File: src/hw/rtl/two_wave_gesture_detect_core_assert.svh
// assertion macros shared by the two-wave gesture detector rtl
`ifndef TWO_WAVE_GESTURE_DETECT_CORE_ASSERT_SVH
`define TWO_WAVE_GESTURE_DETECT_CORE_ASSERT_SVH

`ifndef SYNTHESIS

// clocked check, switched off while reset is low
`define TWGD_ASSERT(label, clk, rst_n, prop) \
    label: assert property (@(posedge clk) disable iff (!rst_n) prop) \
        else $error("twgd assertion failed");

// clocked check that also holds during reset
`define TWGD_ASSERT_ALWAYS(label, clk, prop) \
    label: assert property (@(posedge clk) prop) \
        else $error("twgd assertion failed");

`else

`define TWGD_ASSERT(label, clk, rst_n, prop)
`define TWGD_ASSERT_ALWAYS(label, clk, prop)

`endif

`endif

File: src/hw/rtl/twgd_pkg.sv
// types, codes and reset values of the two-wave gesture detector
package twgd_pkg;

    // field widths
    localparam int DistW   = 11;
    localparam int StampW  = 32;
    localparam int WaveW   = 10;
    localparam int DelayW  = 16;
    localparam int StatusW = 2;
    localparam int CfgIdxW = 2;
    localparam int CfgW    = 16;

    typedef logic signed [DistW-1:0] t_dist;
    typedef logic [StampW-1:0]       t_stamp;
    typedef logic [WaveW-1:0]        t_wave;
    typedef logic [DelayW-1:0]       t_delay;
    typedef logic [StatusW-1:0]      t_status;
    typedef logic [CfgIdxW-1:0]      t_cfg_idx;
    typedef logic [CfgW-1:0]         t_cfg_data;

    // result codes
    localparam t_status ST_NOT_READY    = 2'd0;
    localparam t_status ST_NOT_DETECTED = 2'd1;
    localparam t_status ST_DETECTED     = 2'd2;

    // register indexes
    localparam t_cfg_idx REG_WAVE_DISTANCE = 2'd0;
    localparam t_cfg_idx REG_GAP_DELAY     = 2'd1;
    localparam t_cfg_idx REG_WINDOW        = 2'd2;

    // register reset values
    localparam t_wave  WAVE_DISTANCE_RST = 10'd30;
    localparam t_delay GAP_DELAY_RST     = 16'd300;
    localparam t_delay WINDOW_RST        = 16'd500;

    // gesture phases
    typedef enum logic [2:0] {
        PH_IDLE      = 3'b001,
        PH_FIRST     = 3'b010,
        PH_WITHDRAWN = 3'b100
    } t_phase;

    // live configuration seen by the decision logic
    typedef struct packed {
        t_wave  wave_distance;
        t_delay gap_delay_ms;
        t_delay second_wave_window_ms;
    } t_cfg;

endpackage

File: src/hw/rtl/twgd_poll_if.sv
// request channel carrying one distance poll
interface twgd_poll_if;
    import twgd_pkg::*;

    logic   valid;
    logic   ready;
    t_dist  distance_cm;
    t_stamp now_ms;

    modport source (output valid, output distance_cm, output now_ms, input ready);
    modport sink   (input valid, input distance_cm, input now_ms, output ready);
endinterface

File: src/hw/rtl/twgd_result_if.sv
// request channel carrying one poll status
interface twgd_result_if;
    import twgd_pkg::*;

    logic    valid;
    logic    ready;
    t_status status;

    modport source (output valid, output status, input ready);
    modport sink   (input valid, input status, output ready);
endinterface

File: src/hw/rtl/two_wave_gesture_detect_core.sv
// top level of the two-wave gesture detector
//
// Usage: each request on i_poll is one sensor poll (distance_cm, -1 for no
// echo, and a free-running millisecond stamp now_ms). Each poll yields exactly
// one request on o_result whose status is 0 not ready yet, 1 gesture not
// detected or 2 gesture detected, in poll order.
// Pipeline: a poll accepted into the input register goes through the
// combinational decision into the result register, which drives o_result.
// Throughput: one poll per cycle while o_result.ready does not stall the
// result register.
// Configuration: i_cfg_wr_en with i_cfg_index 0 wave_distance, 1 gap_delay_ms,
// 2 second_wave_window_ms writes i_cfg_data at the edge; other indexes are
// ignored. Write only while no poll is in flight.
// Reset (synchronous, i_rst_n low): phase returns to idle, registers take
// 30 cm, 300 ms and 500 ms, both pipeline stages empty.
// Stall: while o_result.ready is low the result holds and one more poll can
// wait in the input register; then i_poll.ready drops.
`include "two_wave_gesture_detect_core_assert.svh"

module two_wave_gesture_detect_core (
    input  logic                i_clk,
    input  logic                i_rst_n,
    input  logic                i_cfg_wr_en,
    input  twgd_pkg::t_cfg_idx  i_cfg_index,
    input  twgd_pkg::t_cfg_data i_cfg_data,
    twgd_poll_if.sink           i_poll,
    twgd_result_if.source       o_result
);
    import twgd_pkg::*;

    t_cfg    cfg;
    logic    r_in_valid;
    t_dist   r_in_distance_cm;
    t_stamp  r_in_now_ms;
    logic    r_out_valid;
    t_status r_out_status;
    t_status step_status;
    logic    advance;
    logic    in_take;

    twgd_cfg_regs u_cfg_regs (
        .i_clk       (i_clk),
        .i_rst_n     (i_rst_n),
        .i_cfg_wr_en (i_cfg_wr_en),
        .i_cfg_index (i_cfg_index),
        .i_cfg_data  (i_cfg_data),
        .o_cfg       (cfg)
    );

    // pipeline moves when the result register is free or being drained
    assign advance = r_in_valid && (!r_out_valid || o_result.ready);
    assign i_poll.ready = !r_in_valid || advance;
    assign in_take = i_poll.valid && i_poll.ready;

    // input register
    always_ff @(posedge i_clk) begin
        if (!i_rst_n) begin
            r_in_valid <= 1'b0;
        end else if (i_poll.ready) begin
            r_in_valid <= i_poll.valid;
        end
    end

    always_ff @(posedge i_clk) begin
        if (in_take) begin
            r_in_distance_cm <= i_poll.distance_cm;
            r_in_now_ms      <= i_poll.now_ms;
        end
    end

    twgd_step u_step (
        .i_clk         (i_clk),
        .i_rst_n       (i_rst_n),
        .i_en          (advance),
        .i_cfg         (cfg),
        .i_distance_cm (r_in_distance_cm),
        .i_now_ms      (r_in_now_ms),
        .o_status      (step_status)
    );

    // result register
    always_ff @(posedge i_clk) begin
        if (!i_rst_n) begin
            r_out_valid <= 1'b0;
        end else if (advance) begin
            r_out_valid <= 1'b1;
        end else if (o_result.ready) begin
            r_out_valid <= 1'b0;
        end
    end

    always_ff @(posedge i_clk) begin
        if (advance) begin
            r_out_status <= step_status;
        end
    end

    assign o_result.valid  = r_out_valid;
    assign o_result.status = r_out_status;

    // an empty result stage never blocks new polls
    `TWGD_ASSERT(a_ready_when_empty, i_clk, i_rst_n,
        !r_out_valid |-> i_poll.ready)
    // a waiting poll moves on as soon as the result stage is free
    `TWGD_ASSERT(a_no_bubble, i_clk, i_rst_n,
        (r_in_valid && !r_out_valid) |-> advance)
    // a stalled result is never overwritten
    `TWGD_ASSERT(a_no_overwrite, i_clk, i_rst_n,
        (r_out_valid && !o_result.ready) |=> (r_out_valid && $stable(r_out_status)))
endmodule

File: src/hw/rtl/twgd_cfg_regs.sv
// configuration registers of the gesture detector
module twgd_cfg_regs (
    input  logic                i_clk,
    input  logic                i_rst_n,
    input  logic                i_cfg_wr_en,
    input  twgd_pkg::t_cfg_idx  i_cfg_index,
    input  twgd_pkg::t_cfg_data i_cfg_data,
    output twgd_pkg::t_cfg      o_cfg
);
    import twgd_pkg::*;

    t_cfg r_cfg;

    // indexed write, unknown index ignored
    always_ff @(posedge i_clk) begin
        if (!i_rst_n) begin
            r_cfg.wave_distance         <= WAVE_DISTANCE_RST;
            r_cfg.gap_delay_ms          <= GAP_DELAY_RST;
            r_cfg.second_wave_window_ms <= WINDOW_RST;
        end else if (i_cfg_wr_en) begin
            unique case (i_cfg_index)
                REG_WAVE_DISTANCE: r_cfg.wave_distance         <= i_cfg_data[WaveW-1:0];
                REG_GAP_DELAY:     r_cfg.gap_delay_ms          <= i_cfg_data[DelayW-1:0];
                REG_WINDOW:        r_cfg.second_wave_window_ms <= i_cfg_data[DelayW-1:0];
                default: begin
                end
            endcase
        end
    end

    assign o_cfg = r_cfg;
endmodule

File: src/hw/rtl/twgd_step.sv
// phase tracking and per-poll decision of the gesture detector
`include "two_wave_gesture_detect_core_assert.svh"

module twgd_step (
    input  logic              i_clk,
    input  logic              i_rst_n,
    input  logic              i_en,
    input  twgd_pkg::t_cfg    i_cfg,
    input  twgd_pkg::t_dist   i_distance_cm,
    input  twgd_pkg::t_stamp  i_now_ms,
    output twgd_pkg::t_status o_status
);
    import twgd_pkg::*;

    t_phase  r_phase;
    t_phase  n_phase;
    t_stamp  r_start_stamp;
    t_stamp  n_start_stamp;
    t_stamp  elapsed;
    t_status status;
    logic    is_neg;
    logic    is_near;
    logic    is_out;

    // distance classification, negative means no echo
    assign is_neg  = i_distance_cm[DistW-1];
    assign is_near = !is_neg && (i_distance_cm != '0)
                     && (i_distance_cm[WaveW-1:0] < i_cfg.wave_distance);
    assign is_out  = is_neg || (i_distance_cm[WaveW-1:0] > i_cfg.wave_distance);

    // wrapping time since the phase started
    assign elapsed = i_now_ms - r_start_stamp;

    // next phase and status
    always_comb begin
        n_phase       = r_phase;
        n_start_stamp = r_start_stamp;
        status        = ST_NOT_DETECTED;
        unique case (r_phase)
            PH_FIRST: begin
                if (elapsed < {{(StampW-DelayW){1'b0}}, i_cfg.gap_delay_ms}) begin
                    status = ST_NOT_READY;
                end else if (is_out) begin
                    n_phase       = PH_WITHDRAWN;
                    n_start_stamp = i_now_ms;
                    status        = ST_NOT_READY;
                end else begin
                    n_phase = PH_IDLE;
                    status  = ST_NOT_DETECTED;
                end
            end
            PH_WITHDRAWN: begin
                if (elapsed > {{(StampW-DelayW){1'b0}}, i_cfg.second_wave_window_ms}) begin
                    n_phase = PH_IDLE;
                    status  = ST_NOT_DETECTED;
                end else if (is_near) begin
                    n_phase = PH_IDLE;
                    status  = ST_DETECTED;
                end else begin
                    status = ST_NOT_READY;
                end
            end
            default: begin
                if (is_near) begin
                    n_phase       = PH_FIRST;
                    n_start_stamp = i_now_ms;
                    status        = ST_NOT_READY;
                end else begin
                    n_phase = PH_IDLE;
                    status  = ST_NOT_DETECTED;
                end
            end
        endcase
    end

    // phase state, updated once per poll
    always_ff @(posedge i_clk) begin
        if (!i_rst_n) begin
            r_phase       <= PH_IDLE;
            r_start_stamp <= '0;
        end else if (i_en) begin
            r_phase       <= n_phase;
            r_start_stamp <= n_start_stamp;
        end
    end

    assign o_status = status;

    // a detection always ends the gesture
    `TWGD_ASSERT(a_detect_to_idle, i_clk, i_rst_n,
        (i_en && status == ST_DETECTED) |=> (r_phase == PH_IDLE))
    // no poll, no state change
    `TWGD_ASSERT(a_hold_when_idle, i_clk, i_rst_n,
        !i_en |=> ($stable(r_phase) && $stable(r_start_stamp)))
    // a first wave stamps the poll time
    `TWGD_ASSERT(a_first_stamp, i_clk, i_rst_n,
        (i_en && r_phase == PH_IDLE && status == ST_NOT_READY)
        |=> (r_phase == PH_FIRST && r_start_stamp == $past(i_now_ms)))
endmodule

File: src/flat_wrapper.sv
// flat-port wrapper written by rule: the top's interface ports become plain ports
module two_wave_gesture_detect_core_flat import twgd_pkg::*;
  (i_clk, i_rst_n, i_cfg_wr_en, i_cfg_index, i_cfg_data, i_poll_valid, i_poll_distance_cm, i_poll_now_ms, i_poll_ready, o_result_valid, o_result_status, o_result_ready);
  twgd_poll_if i_poll_i ();
  twgd_result_if o_result_i ();
  input  logic i_clk;
  input  logic i_rst_n;
  input  logic i_cfg_wr_en;
  input  twgd_pkg::t_cfg_idx i_cfg_index;
  input  twgd_pkg::t_cfg_data i_cfg_data;
  input wire logic [$bits(i_poll_i.valid)-1:0] i_poll_valid;
  input wire logic [$bits(i_poll_i.distance_cm)-1:0] i_poll_distance_cm;
  input wire logic [$bits(i_poll_i.now_ms)-1:0] i_poll_now_ms;
  output wire logic [$bits(i_poll_i.ready)-1:0] i_poll_ready;
  output wire logic [$bits(o_result_i.valid)-1:0] o_result_valid;
  output wire logic [$bits(o_result_i.status)-1:0] o_result_status;
  input wire logic [$bits(o_result_i.ready)-1:0] o_result_ready;
  assign i_poll_i.valid = i_poll_valid;
  assign i_poll_i.distance_cm = i_poll_distance_cm;
  assign i_poll_i.now_ms = i_poll_now_ms;
  assign i_poll_ready = i_poll_i.ready;
  assign o_result_valid = o_result_i.valid;
  assign o_result_status = o_result_i.status;
  assign o_result_i.ready = o_result_ready;
  two_wave_gesture_detect_core u_core (.i_clk(i_clk), .i_rst_n(i_rst_n), .i_cfg_wr_en(i_cfg_wr_en), .i_cfg_index(i_cfg_index), .i_cfg_data(i_cfg_data), .i_poll(i_poll_i), .o_result(o_result_i));
endmodule
File: config.mk
export PLATFORM = sky130hd
export DESIGN_NAME = two_wave_gesture_detect_core_flat
export DESIGN_NICKNAME = d
export VERILOG_FILES = /design/src/hw/rtl/twgd_pkg.sv /design/src/hw/rtl/twgd_poll_if.sv /design/src/hw/rtl/twgd_result_if.sv /design/src/hw/rtl/two_wave_gesture_detect_core.sv /design/src/hw/rtl/twgd_cfg_regs.sv /design/src/hw/rtl/twgd_step.sv /design/src/flat_wrapper.sv
export VERILOG_INCLUDE_DIRS = /design/src /design/src/hw/rtl
export SDC_FILE = /design/constraint.sdc
export NUM_CORES = 1
export LEC_CHECK = 0
export ABC_AREA = 1
export BUFFER_PORTS_ARGS = -buffer_cell sky130_fd_sc_hd__buf_2
export CAP_MARGIN = 20
export CORE_MARGIN = 1
export CORE_UTILIZATION = 60
export CTS_BUF_LIST = sky130_fd_sc_hd__clkbuf_4
export DETAILED_ROUTE_END_ITERATION = 8
export PLACE_DENSITY_LB_ADDON = 0.12
export RECOVER_POWER = 100
export SETUP_SLACK_MARGIN = 0.05
export SYNTH_ARGS = -nofsm -noshare
export SYNTH_HDL_FRONTEND = slang
export SYNTH_SLANG_ARGS = --single-unit
File: constraint.sdc
create_clock -name i_clk -period 4.33 [get_ports i_clk]
set_clock_uncertainty 0.1 [all_clocks]
set_input_delay 0.433 -clock i_clk [delete_from_list [all_inputs] [get_ports i_clk]]
set_output_delay 0.433 -clock i_clk [all_outputs]
set_load 0.02 [all_outputs]
Word level (Yosys, flattened, before mapping). Cells that the tools add are included.

Muxes and demuxes: 18. Eq/ne operators: 7. Reduce and logical (&&, ||, !) cells: 19. Bitwise logic cells: 1. Multipliers: 0. Shift operators: 0. $add $sub $neg: 1. Order comparisons: 4. Div/mod/pow operators: 0.

Operator list (number): $mux W32 (3); $pmux W32 S2 (1); $gt A32 B16 Y1 (1); $lt A32 B16 Y1 (1); $sub A32 B32 Y32 (1); $mux W3 (4); $reduce_bool A11 Y1 (1); $gt A10 B10 Y1 (1); $lt A10 B10 Y1 (1); $mux W2 (3); $pmux W3 S2 (1); $reduce_and A2 Y1 (3); $mux W1 (5); $reduce_and A5 Y1 (1); $logic_and A1 B1 Y1 (4); $ne A2 B2 Y1 const B (2); $pmux W2 S2 (1); $reduce_bool A2 Y1 (2); $eq A3 B2 Y1 const B (1); $eq A3 B3 Y1 const B (1); $logic_not A1 Y1 (3); $logic_or A1 B1 Y1 (3); $ne A3 B3 Y1 const B (1); $reduce_and A3 Y1 (1); other kinds (4) (4).

RAM bits: 0. Output and inout port bits: 4. Input port bits: 66. Register bits after elaboration: 124. Memories: 0. Latch bits: 0. Bits in read-only memories: 0. Logic and storage cells: 60.

Logic depth before layout (Yosys ltp).
Word-level depth: 6. Depth in mapped cells: 24. Depth with buffers taken out: 24.

By module. A second synthesis with hierarchy kept.

Cell total of the unflattened synthesis: 1264. Area total of the unflattened synthesis: 8419.3 µm².

By module, submodules not included: twgd_step (cells an instance 960, sequential area each 700.7 µm², instances 1, area an instance 5240.0 µm²); twgd_cfg_regs (cells an instance 246, sequential area each 840.8 µm², instances 1, area an instance 1732.9 µm²); two_wave_gesture_detect_core (cells an instance 58, sequential area each 1391.3 µm², instances 1, area an instance 1446.4 µm²).

Worst setup path before layout. No wires, ideal clock.

Kind: register to register. Start: reg u_core.r_in_now_ms[0]. End: reg u_core.u_step.r_start_stamp[10]. Slack: 1177 ps. Stages on the path, launching flop included: 22. Library setup time: 113 ps. Required time: 4117 ps. Arrival time: 2940 ps. Path buffers: 1. Period minus slack after synthesis: 3153 ps. Cells stage by stage: edfxtp_1 inv_1 ha_1 fa_1 inv_1 nand3_1 nand3_1 nand2_1 nand2_1 xor2_1 ha_1 a21oi_1 nor2_1 a211oi_1 o221ai_1 a21oi_1 nand4_4 nand3_4 buf_4 nand2_1 nand2_1 nor2_1.

Longest elaborated chain between the ends: 4.

Ends and longest elaborated chain: start: declaration (line two_wave_gesture_detect_core.sv:34) `t_stamp r_in_now_ms;`; start signal: assignment (line two_wave_gesture_detect_core.sv:67) `r_in_now_ms <= i_poll.now_ms;`; $sub A32 B32 Y32 (line twgd_step.sv:32) `assign elapsed = i_now_ms - r_start_stamp;`; $lt A32 B16 Y1 (line twgd_step.sv:41) `if (elapsed < {{(StampW-DelayW){1'b0}}, i_cfg.gap_delay_ms}) begin`; $ne A2 B2 Y1 (no line); $reduce_and A5 Y1 (no line); end signal: assignment (line twgd_step.sv:83) `r_start_stamp <= n_start_stamp;`; end: declaration (line twgd_step.sv:17) `t_stamp r_start_stamp;`.

Every way passes these cells. A chain may end at the register's enable or synchronous reset.

Final worst setup path.
Start: reg u_core.r_in_now_ms[2]. End: reg u_core.u_step.r_start_stamp[8].

The elaborated chain is that of the path after synthesis.

==> run_results.csv <==
group,metric,value,unit
synth,yosys.cell_types.count,38,
clock_network,clk_latency,0.57,ns
synth,syn-num-nets,1282,
clock_network,h-tree-depth,4,
grt,grt_pass1_wl,29700,µm
timing,period_needed,3.83,ns
synth,synth_flop_cell,"dfxtp_1",
floorplanning,num_rows,41,
routing,vias_per_cell,4.97,
grt,grt_pass1_vias,6521,
grt,grt-ovfl-total,0,
routing,first_iter_violations,461,
routing,ant_nets,0,
pwr,power_frac_clock,0.284,
placement,gp_congestion,0.965,
placement,dp_hpwl,13500,µm
pwr,power_frac_comb,0.258,
floorplanning,dieArea,13700,µm²
worst_setup_path,crit_slowest_cell,"edfxtp_1",
timing,rsz0062_at_grt,"false",
synth,syn_avg_cell_area,6.95,µm²
floorplanning,fp.dieH,117,µm
placement,io_buffers,69,
cells_and_area,multi_input_area,4070,µm²
worst_setup_path,crit_arrival,4.18,ns
cells_and_area,seqCellArea,2930,µm²
worst_setup_path,cp_top_family,"simple AND/OR/NAND/NOR gates",
pwr,p_seq_frac,0.458,
worst_setup_path,path_buf_inv,2,
routing,route.detailed.drc,0,
pwr,p_int,0.00189,W
pwr,power.density,310,nW/µm²
pwr,p_sw,0.000941,W
cells_and_area,layout_commonest_cell,"nand2_1",
cells_and_area,area_delta_synth_final,15.1,%
floorplanning,ioPinCount,70,
floorplanning,fp.coreArea,12800,µm²
clock_network,clock_sinks,124,
floorplanning,start_util,0.622,
timing,clock.fmax,261,MHz
synth,yosysWarnings,0,
worst_setup_path,max_stage_delay,0.45,ns
clock_network,cts_buffer_depth,2,
grt,grt_usage,0.282,
worst_setup_path,start_kind,"flip-flop",
run_status,violations,"capacitance limit, slew limit",
timing,hold_ws,0.0233,ns
timing,tightest_slew,2.44,ns
timing,hold_violations,0,
routing,wl_per_cell,12.5,µm
worst_setup_path,r2r_setup_slack,0.50,ns
clock_network,clkSlewWorstSetupHoldPaths,0.11,ns
worst_setup_path,r2r_cells,22,
routing,routed_wl,18100,µm
synth,syn_area,7940,µm²
synth,netlist_instances,1143,
timing,setup_violations,0,
pwr,irDropWorstVdd,250,µV
synth,synth-seq-cells,124,
routing,first_pass_iters,7,
worst_setup_path,cp.required,4.69,ns
cells_and_area,final_cell_mix,"nand2_1 (361), inv_1 (213), nor2_1 (118)",
worst_setup_path,cp_max_fo,62,
worst_hold_path,min_path_type,"primary input to flip-flop",
clock_network,cts-root-buf,"clkbuf_4",
clock_network,cts_setup_buffers,0,
worst_setup_path,crit_top_cell,"nand2_1",
synth,ys_seq_area_frac,0.369,
clock_network,cts_buffers,17,
timing,drv_slew,93,
worst_setup_path,crit_chain,"ha_1 > nand2_1 > nand2_1 > inv_2 > nand2_4 > nand2_1 > nand2_2 > nand2_1 > nand2_1 > xor2_1 > ha_1 > nand2_1 > nor2_1 > a211oi_1 > o221ai_1 > a21oi_2 > nand4_4 > nand3_4 > buf_12 > nand2_1 > nand2_1 > nor2_1",
synth,synth-async-reset-ratio,0,
timing,tns,0,ns
synth,synth-edff-count,45,
clock_network,cts_tree,"built",
worst_hold_path,min_to,"u_core.u_cfg_regs.o_cfg[16]",
floorplanning,die_w,117,µm
timing,maxSlewHeadroom,-0.624,
worst_setup_path,reg2reg_from,"u_core.r_in_now_ms[2]",
run_status,outcome,"finished, violations left",
worst_hold_path,hold_depth,3,
cells_and_area,diodes,0,
cells_and_area,drive_above_1_share,0.0912,
worst_setup_path,end_kind,"flip-flop",
pwr,p_leak,4.82,nW
worst_setup_path,path_class,"flip-flop to flip-flop",
routing,via_count,7172,
cells_and_area,final_nets,1398,
worst_hold_path,hp-start,"i_cfg_data[0]",
cells_and_area,fillers,1131,
timing,min_period_over_period,0.884,
grt,grt_max_degree,63,
worst_setup_path,regToRegEndpoint,"u_core.u_step.r_start_stamp[8]",
pwr,p_sw_frac,0.332,
grt,antenna_found_initial,0,
job,cap_violations,2,
==> logic make-up (layout without fill, tap and decap cells) <==
logic type | after synthesis | after routing | synth area share
compound gates | 127 | 127 | 0.0887
xor+xnor | 16 | 16 | 0.0176
fa+ha+maj | 73 | 73 | 0.116
buf+inv | 242 | 371 | 0.119
flops | 124 | 124 | 0.369
simple gates | 561 | 561 | 0.289
==> worst min-delay path: stages <==
cell,delay [ns]
buf_2,0.10
nor2_1,0.04
nor2_1,0.08
==> area by class of cell <==
cell class,instances,share of cell area
clock buffer,17,0.0140
clock inverter,15,0.0161
inverter,222,0.0911
multi-input combinational,777,0.445
sequential,124,0.321
tap,172,0.0235
timing repair buffer,117,0.0895
==> cell usage after synthesis (2+ instances only) <==
cell      count  area (µm²)
nand2_1     361        1360
inv_1       214         803
nor2_1      118         443
dfxtp_1      79        1580
ha_1         72         901
a21oi_1      68         340
edfxtp_1     45        1350
nand3_1      33         165
o21ai_0      32         160
nand4_1      19         119
o211ai_1     16         120
xor2_1       15         131
clkbuf_1     11        41.3
nor3_1        9        45.0
inv_2         8        30.0
nor2_2        5        31.3
and2_1        4        25.0
buf_6         4        45.0
a211oi_1      3        22.5
buf_1         3        11.3
nor4_1        3        18.8
o21bai_1      3        22.5
and3_1        2        12.5
buf_4         2        15.0
==> power by group through the flow <==
stage	sequential, W	clock, W	combinational [W]
2_1_floorplan	0.00132	0	0.000514
3_3_place_gp	0.00132	0	0.000677
3_5_place_dp	0.00132	0	0.000692
4_1_cts	0.00130	0.000815	0.000726
5_1_grt	0.00130	0.000861	0.000839
6_report	0.00130	0.000803	0.000732
==> metrics by stage <==
stage	total power (W)	setup WS [ns]	utilization	std cells	area, µm²
after floorplan	0.00183	1.18	-	1143	7940
after global placement	0.00200	0.457	0.660	1368	8430
after detailed placement	0.00201	0.435	0.660	1368	8430
after CTS	0.00284	0.407	0.716	1444	9150
after global routing	0.00300	0.112	0.716	1444	9140
final	0.00283	0.504	0.716	1444	9140
==> state kept, by name (all words and copies together), names as in the netlist <==
| name | cells |
|---|---|
| u_core.o_result.status | 2 |
| u_core.o_result.valid | 1 |
| u_core.r_in_distance_cm | 11 |
| u_core.r_in_now_ms | 32 |
| u_core.r_in_valid | 1 |
| u_core.u_cfg_regs.o_cfg | 42 |
| u_core.u_step.r_phase | 3 |
| u_core.u_step.r_start_stamp | 32 |
==> how the worst max path moves through the flow <==
stage	start	to	slack, ns	cells past startpoint
global placement	u_core.r_in_now_ms[2]	u_core.u_step.r_start_stamp[20]	0.46	22
global route	u_core.r_in_now_ms[5]	u_core.u_step.r_start_stamp[15]	0.11	20
finish	u_core.r_in_now_ms[2]	u_core.u_step.r_start_stamp[8]	0.50	22
floorplan	u_core.r_in_now_ms[0]	u_core.u_step.r_start_stamp[10]	1.18	21
detailed placement	u_core.r_in_now_ms[2]	u_core.u_step.r_start_stamp[13]	0.44	22
CTS	u_core.r_in_now_ms[2]	u_core.u_step.r_start_stamp[15]	0.41	22
==> repair_timing <==
item	CTS	global route
resized for setup	0	1
setup endpoints to repair	0	7
endpoints found under the hold margin	45	0
hold buffers	44	0
==> per-layer routing <==
metal	track usage	routed length (µm)	vias to the layer above
li1	-	-	3822
met1	0.377	8900	3181
met2	0.459	8080	146
met3	0.0618	841	23
met4	0.0844	253	0
met5	0	0	-
Power figures use the tool's default switching activity.
